==> config.mk <==
export PLATFORM = sky130hd
export DESIGN_NAME = mec_ctrl
export DESIGN_NICKNAME = d
export VERILOG_FILES = /design/src/hw/rtl/mec_pkg.sv /design/src/hw/rtl/mec_ctrl.sv
export SDC_FILE = /design/constraint.sdc
export NUM_CORES = 1
export LEC_CHECK = 0
export ABC_AREA = 1
export BUFFER_PORTS_ARGS = -buffer_cell sky130_fd_sc_hd__buf_4
export CAP_MARGIN = 20
export CORE_MARGIN = 3
export CORE_UTILIZATION = 40
export CTS_CLUSTER_DIAMETER = 150
export DETAILED_ROUTE_END_ITERATION = 10
export GPL_TIMING_DRIVEN = 0
export SKIP_LAST_GASP = 1
export SYNTH_ARGS = -nofsm -noshare
export SYNTH_HDL_FRONTEND = slang
export SYNTH_SLANG_ARGS = --single-unit
==> constraint.sdc <==
create_clock -name i_clk -period 3.3 [get_ports i_clk]
set_input_delay 0.33 -clock i_clk [delete_from_list [all_inputs] [get_ports i_clk]]
set_output_delay 0.33 -clock i_clk [all_outputs]
set_load 0.02 [all_outputs]
==> src/hw/rtl/mec_pkg.sv <==
// Shared widths, constants, control structs and saturation helper for the escape counter.
package mec_pkg;

    localparam int COORD_WIDTH = 32;
    localparam int FRAC_BITS   = 28;
    localparam int COUNT_WIDTH = 16;
    localparam int CFG_WIDTH   = 16;

    localparam int PROD_W = 2 * COORD_WIDTH;
    localparam int WIDE_W = 2 * COORD_WIDTH + 2;

    localparam logic [COUNT_WIDTH-1:0] MAX_ITER_RESET = COUNT_WIDTH'(255);

    // |z|^2 bound of 4.0 at the scale of the exact squares
    localparam logic signed [WIDE_W-1:0] ESC_LIMIT =
        {{(WIDE_W-1){1'b0}}, 1'b1} << (2 * FRAC_BITS + 2);

    localparam logic signed [COORD_WIDTH-1:0] COORD_MAX = {1'b0, {(COORD_WIDTH-1){1'b1}}};
    localparam logic signed [COORD_WIDTH-1:0] COORD_MIN = {1'b1, {(COORD_WIDTH-1){1'b0}}};
    localparam logic signed [WIDE_W-1:0] COORD_MAX_W =
        {{(WIDE_W-COORD_WIDTH){1'b0}}, COORD_MAX};
    localparam logic signed [WIDE_W-1:0] COORD_MIN_W =
        {{(WIDE_W-COORD_WIDTH){1'b1}}, COORD_MIN};

    typedef struct packed {
        logic load;   // capture c and seed z = c
        logic mul;    // register the three products
        logic step;   // advance z to z*z + c
    } t_dp_cmd;

    typedef struct packed {
        logic escape; // |z|^2 > 4 for the registered products
    } t_dp_stat;

    function automatic logic signed [COORD_WIDTH-1:0] sat_coord(
        input logic signed [WIDE_W-1:0] v
    );
        logic signed [COORD_WIDTH-1:0] r;
        if (v > COORD_MAX_W) begin
            r = COORD_MAX;
        end else if (v < COORD_MIN_W) begin
            r = COORD_MIN;
        end else begin
            r = v[COORD_WIDTH-1:0];
        end
        return r;
    endfunction

endpackage

==> src/hw/rtl/mec_ctrl.sv <==
// Controller: request handshakes, iteration counter, limit register and result register.
module mec_ctrl import mec_pkg::*; (
    input  logic                   i_clk,
    input  logic                   i_rst_n,
    input  logic                   i_in_valid,
    output logic                   o_in_stall,
    output logic                   o_out_valid,
    input  logic                   i_out_stall,
    output logic [COUNT_WIDTH-1:0] o_escape_count,
    input  logic                   i_cfg_valid,
    output logic                   o_cfg_ready,
    input  logic [CFG_WIDTH-1:0]   i_cfg_data,
    output t_dp_cmd                o_cmd,
    input  t_dp_stat               i_stat
);

    typedef enum logic [1:0] {
        ST_IDLE,
        ST_MUL,
        ST_CHK,
        ST_POST
    } t_state;

    t_state                 r_state;
    logic [COUNT_WIDTH-1:0] r_max;
    logic [COUNT_WIDTH-1:0] r_n;
    logic [COUNT_WIDTH-1:0] r_res;
    logic                   r_out_valid;
    logic [COUNT_WIDTH-1:0] r_out_count;

    logic [COUNT_WIDTH-1:0] n_n;
    logic                   w_slot_free;

    assign o_in_stall     = (r_state != ST_IDLE);
    assign o_cfg_ready    = 1'b1;
    assign o_out_valid    = r_out_valid;
    assign o_escape_count = r_out_count;
    assign n_n            = r_n + COUNT_WIDTH'(1);
    assign w_slot_free    = !r_out_valid || !i_out_stall;

    always_comb begin
        o_cmd.load = (r_state == ST_IDLE) && i_in_valid;
        o_cmd.mul  = (r_state == ST_MUL);
        o_cmd.step = (r_state == ST_CHK) && !i_stat.escape;
    end

    always_ff @(posedge i_clk) begin
        if (!i_rst_n) begin
            r_state     <= ST_IDLE;
            r_max       <= MAX_ITER_RESET;
            r_out_valid <= 1'b0;
        end else begin
            if (i_cfg_valid) begin
                r_max <= COUNT_WIDTH'(i_cfg_data);
            end
            // drop the result once taken; in ST_POST the refill below decides
            if (r_out_valid && !i_out_stall && (r_state != ST_POST)) begin
                r_out_valid <= 1'b0;
            end
            case (r_state)
                ST_IDLE: begin
                    if (i_in_valid) begin
                        r_n <= '0;
                        if (r_max == '0) begin
                            r_res   <= '0;
                            r_state <= ST_POST;
                        end else begin
                            r_state <= ST_MUL;
                        end
                    end
                end
                ST_MUL: begin
                    r_state <= ST_CHK;
                end
                ST_CHK: begin
                    if (i_stat.escape) begin
                        r_res   <= r_n;
                        r_state <= ST_POST;
                    end else if (n_n == r_max) begin
                        r_res   <= r_max;
                        r_state <= ST_POST;
                    end else begin
                        r_n     <= n_n;
                        r_state <= ST_MUL;
                    end
                end
                ST_POST: begin
                    // hold until the output register is free
                    if (w_slot_free) begin
                        r_out_valid <= 1'b1;
                        r_out_count <= r_res;
                        r_state     <= ST_IDLE;
                    end
                end
                default: begin
                    r_state <= ST_IDLE;
                end
            endcase
        end
    end

endmodule

==> results summary <==
The run finished with clean final reports. The maximum number of pins on one net before global-route repair came out at 17. The buffer cell driving the clock tree root is clkbuf_8.

Clock-pin slew was measured on the worst setup and hold paths at 0.07 ns. Leaving out fill and tap cells, the most frequent cells in the layout are 74 x nand2_1, 48 x edfxtp_1, 46 x inv_1, 44 x buf_4, 34 x nand3_1. The critical path is of the register to register type. The CTS tree is built. The floorplan step defined a die boundary enclosing 0.00900 sq mm. For this run, the total global-route usage over all layers was measured as 0.182.

The count of boundary I/O pins is 44. The cell area that synthesis handed to floorplanning was 0.00316 sq mm. The hold violation total from the final report is 0.

Measured along the y axis, the die boundary spans 94.9 microns. The later-pin clock latency in the skew report is 0.35 ns. The number of nets in the layout is 430. After detailed routing, the number of remaining DRC violations is 0. The least setup slack across all paths after layout is 0.514 ns. The number of global-route vias before repair is 2395. Setup violations remaining at the end of the flow were counted as 0. The kind of end point of the critical path is a register. The detailed-router iteration count before antenna repair is 5. The startpoint type of the worst setup path is a register. The share of total power dissipated in sequential elements is 0.519.

Setup repair after global routing left no endpoint under its margin. The final HPWL from detailed placement came out at 5680 microns. The endpoint of the most critical register-to-register path is r_res[8].

The number of cells produced by synthesis is 353. The internal power component came out at 1.39 mW. The ratio of cells with drive above 1 in the final layout is 0.182. The flop-to-flop setup slack came out at 0.51 ns. Of the total power, the clock network draws 0.348. The wire length of the first global-routing pass is 12100 microns. The global-route congestion overflow total is 0. The synthesized net count came out at 376. In this run the most critical hold path is launched from i_cfg_data[1]. Of all nets on the critical path, the largest fanout is 16. The worst-case IR drop observed on VDD is 175 uV. The remaining number of nets flagged by the antenna check after routing is 0. The share of total power in combinational logic came out at 0.133.

The count of pins over their slew limit is 0. The clock arrives with 0.0110 ns of skew. The row count is 31. The number of antenna violations at the first check in global routing was 0. In this run the mean area of a mapped cell was 8.95 sq um. In the final routed layout, each cell accounts on average for 14.9 microns.

The relative area change from synthesis to final layout came out at 20.7%. Of the total power, the share spent switching nets is 0.273. The timing-limited maximum frequency is 359 MHz. The area of the core came out at 0.00745 sq mm. The worst hold path terminates at r_max[1]. The portion of the clock cycle consumed by the worst path in the final layout is 0.844. The number of clock sinks seen by CTS is 67. The worst hold path belongs to the class input port to register. The minimum period implied by the final worst setup slack came out at 2.79 ns. The slew of the pin with the lowest slew margin came out at 0.691 ns. The depth of the worst register-to-register path came out at 11. The net switching power is 521 uW. The worst-case setup slack after placement came out at 0.242 ns. The worst pin sits at a relative slew slack of 0.539. The final hold slack is 0.197 ns.

The buffer levels on the longest clock path came out at 2. The flip-flop and latch count after synthesis is 67. The leakage power summed over all cells is 1.57 nW.

The die width is 94.9 microns. The number of diodes is 0. The routed via count divided by cell count is 5.01. The depth of the worst hold-timing path is 3.

The cts-stage hold buffer count is 0. The routed layout has 2558 vias. For the worst setup path, the data required time is 3.28 ns. The violation count after the first detailed-route iteration came out at 178. The fraction of the yosys area taken by sequential cells is 0.577. The congestion estimate from routability-driven global placement came to 0.922. The H-tree was split into 3 levels. The number of maximum-capacitance constraint violations came out at 0. In the final timing run, aggregate negative setup slack is 0 ns. The final layout contains routed wiring with a total length of 7600 microns. The initial standard-cell utilization of the core came out at 0.424. Input and output buffers added on the ports amount to 42. Leaving out fill and tap cells, the most frequent cell in the layout is nand2_1. In this run, CTS created clock tree buffers numbering 9. Counting distinct cell types in the post-synthesis netlist gives 28.

STA puts the critical path data arrival time at 2.77 ns. The startpoint of the worst-slack reg-to-reg timing path is r_n[0]. The number of warnings reported in the yosys synthesis log is 0. The cell area power density came out at 500 mW/mm^2.
==> how the worst max path moves through the flow <==
stage | from | to
2_1_floorplan | r_n[0] | r_res[0]
3_3_place_gp | r_n[0] | r_res[9]
3_5_place_dp | r_n[0] | r_res[10]
4_1_cts | r_n[0] | r_res[8]
5_1_grt | r_n[0] | r_res[6]
6_report | r_n[0] | r_res[8]
==> power groups by stage <==
stage | sequential [mW] | combinational (mW) | clock [mW]
after floorplan | 1.00 | 0.163 | 0
after global placement | 1.01 | 0.246 | 0
after detailed placement | 1.01 | 0.250 | 0
after CTS | 0.990 | 0.251 | 0.671
after global routing | 0.997 | 0.285 | 0.717
final | 0.991 | 0.254 | 0.664
==> metal layers <==
layer | share of wire | GRT usage
met4 | 0.015 | 0.0625
met5 | 0 | 0
met3 | 0.085 | 0.0550
met1 | 0.47 | 0.256
met2 | 0.43 | 0.266
==> stage by stage <==
step / total power, mW / utilization / cells / instance area, sq um
5_1_grt: 2.00 / 0.512 / 511 / 3810
3_5_place_dp: 1.26 / 0.485 / 495 / 3610
6_report: 1.91 / 0.512 / 511 / 3810
4_1_cts: 1.91 / 0.511 / 511 / 3800
3_3_place_gp: 1.25 / 0.483 / 494 / 3600
2_1_floorplan: 1.16 / - / 353 / 3160
==> critical path: stages, from the launching register on <==
cell and delay [ns]:
edfxtp_1 0.44, ha_1 0.27, nand3_1 0.18, nor2_1 0.29, nand3_1 0.15, nand2_1 0.11
nand3_1 0.07, nand2_1 0.06, nand2_1 0.06, nor2_2 0.13, nand3_1 0.14, a21oi_4 0.52
==> logic make-up after synthesis <==
| kind of cell | after synthesis | share of synthesized area |
|---|---|---|
| AOI/OAI and AO/OA | 61 | 0.105 |
| xor gates and xnor gates | 4 | 0.0111 |
| adders and majority gates | 1 | 0.00396 |
| buffers and inverters | 55 | 0.0666 |
| DFF | 67 | 0.577 |
| other | 1 | 0.00119 |
| and+or+nand+nor | 164 | 0.235 |
==> sequential cells by signal, summed over array words and instances, names as in the netlist <==
| signal | cells |
|---|---|
| o_escape_count | 16 |
| o_out_valid | 1 |
| r_max | 16 |
| r_n | 16 |
| r_res | 16 |
| r_state | 2 |
==> synth_stat cells, drive strengths merged <==
library cell,n,area share
dfxtp,19,0.12
ha,1,0.0040
nor3,1,0.0016
nand3,34,0.054
a21oi,26,0.042
xnor2,2,0.0055
nand4,9,0.018
clkinv,1,0.0012
nor4,4,0.0079
nor2,38,0.058
a22o,1,0.0028
o22ai,13,0.026
clkbuf,6,0.0071
xor2,2,0.0055
conb,1,0.0012
buf,2,0.0036
edfxtp,48,0.46
o21ai,20,0.032
o21bai,1,0.0024
inv,46,0.055
nand2,77,0.094
and3,1,0.0024
==> cell type report <==
class | instances | area [sq um]
flip-flops and latches | 67 | 1820
well taps | 99 | 124
clock buffers | 9 | 124
fillers | 726 | 3630
plain buffers | 8 | 33.8
multi-input cells | 231 | 1140
clock inverters | 7 | 67.6
repair buffers | 43 | 323
inverters | 47 | 176
==> repair_timing <==
item / in CTS / in global routing
gates resized for setup: 0 / 1
setup endpoints to repair: 0 / 6
setup buffers: 0 / 0
endpoints found under the hold margin: 0 / 0
No activity file was read; power rests on OpenSTA's default activity.
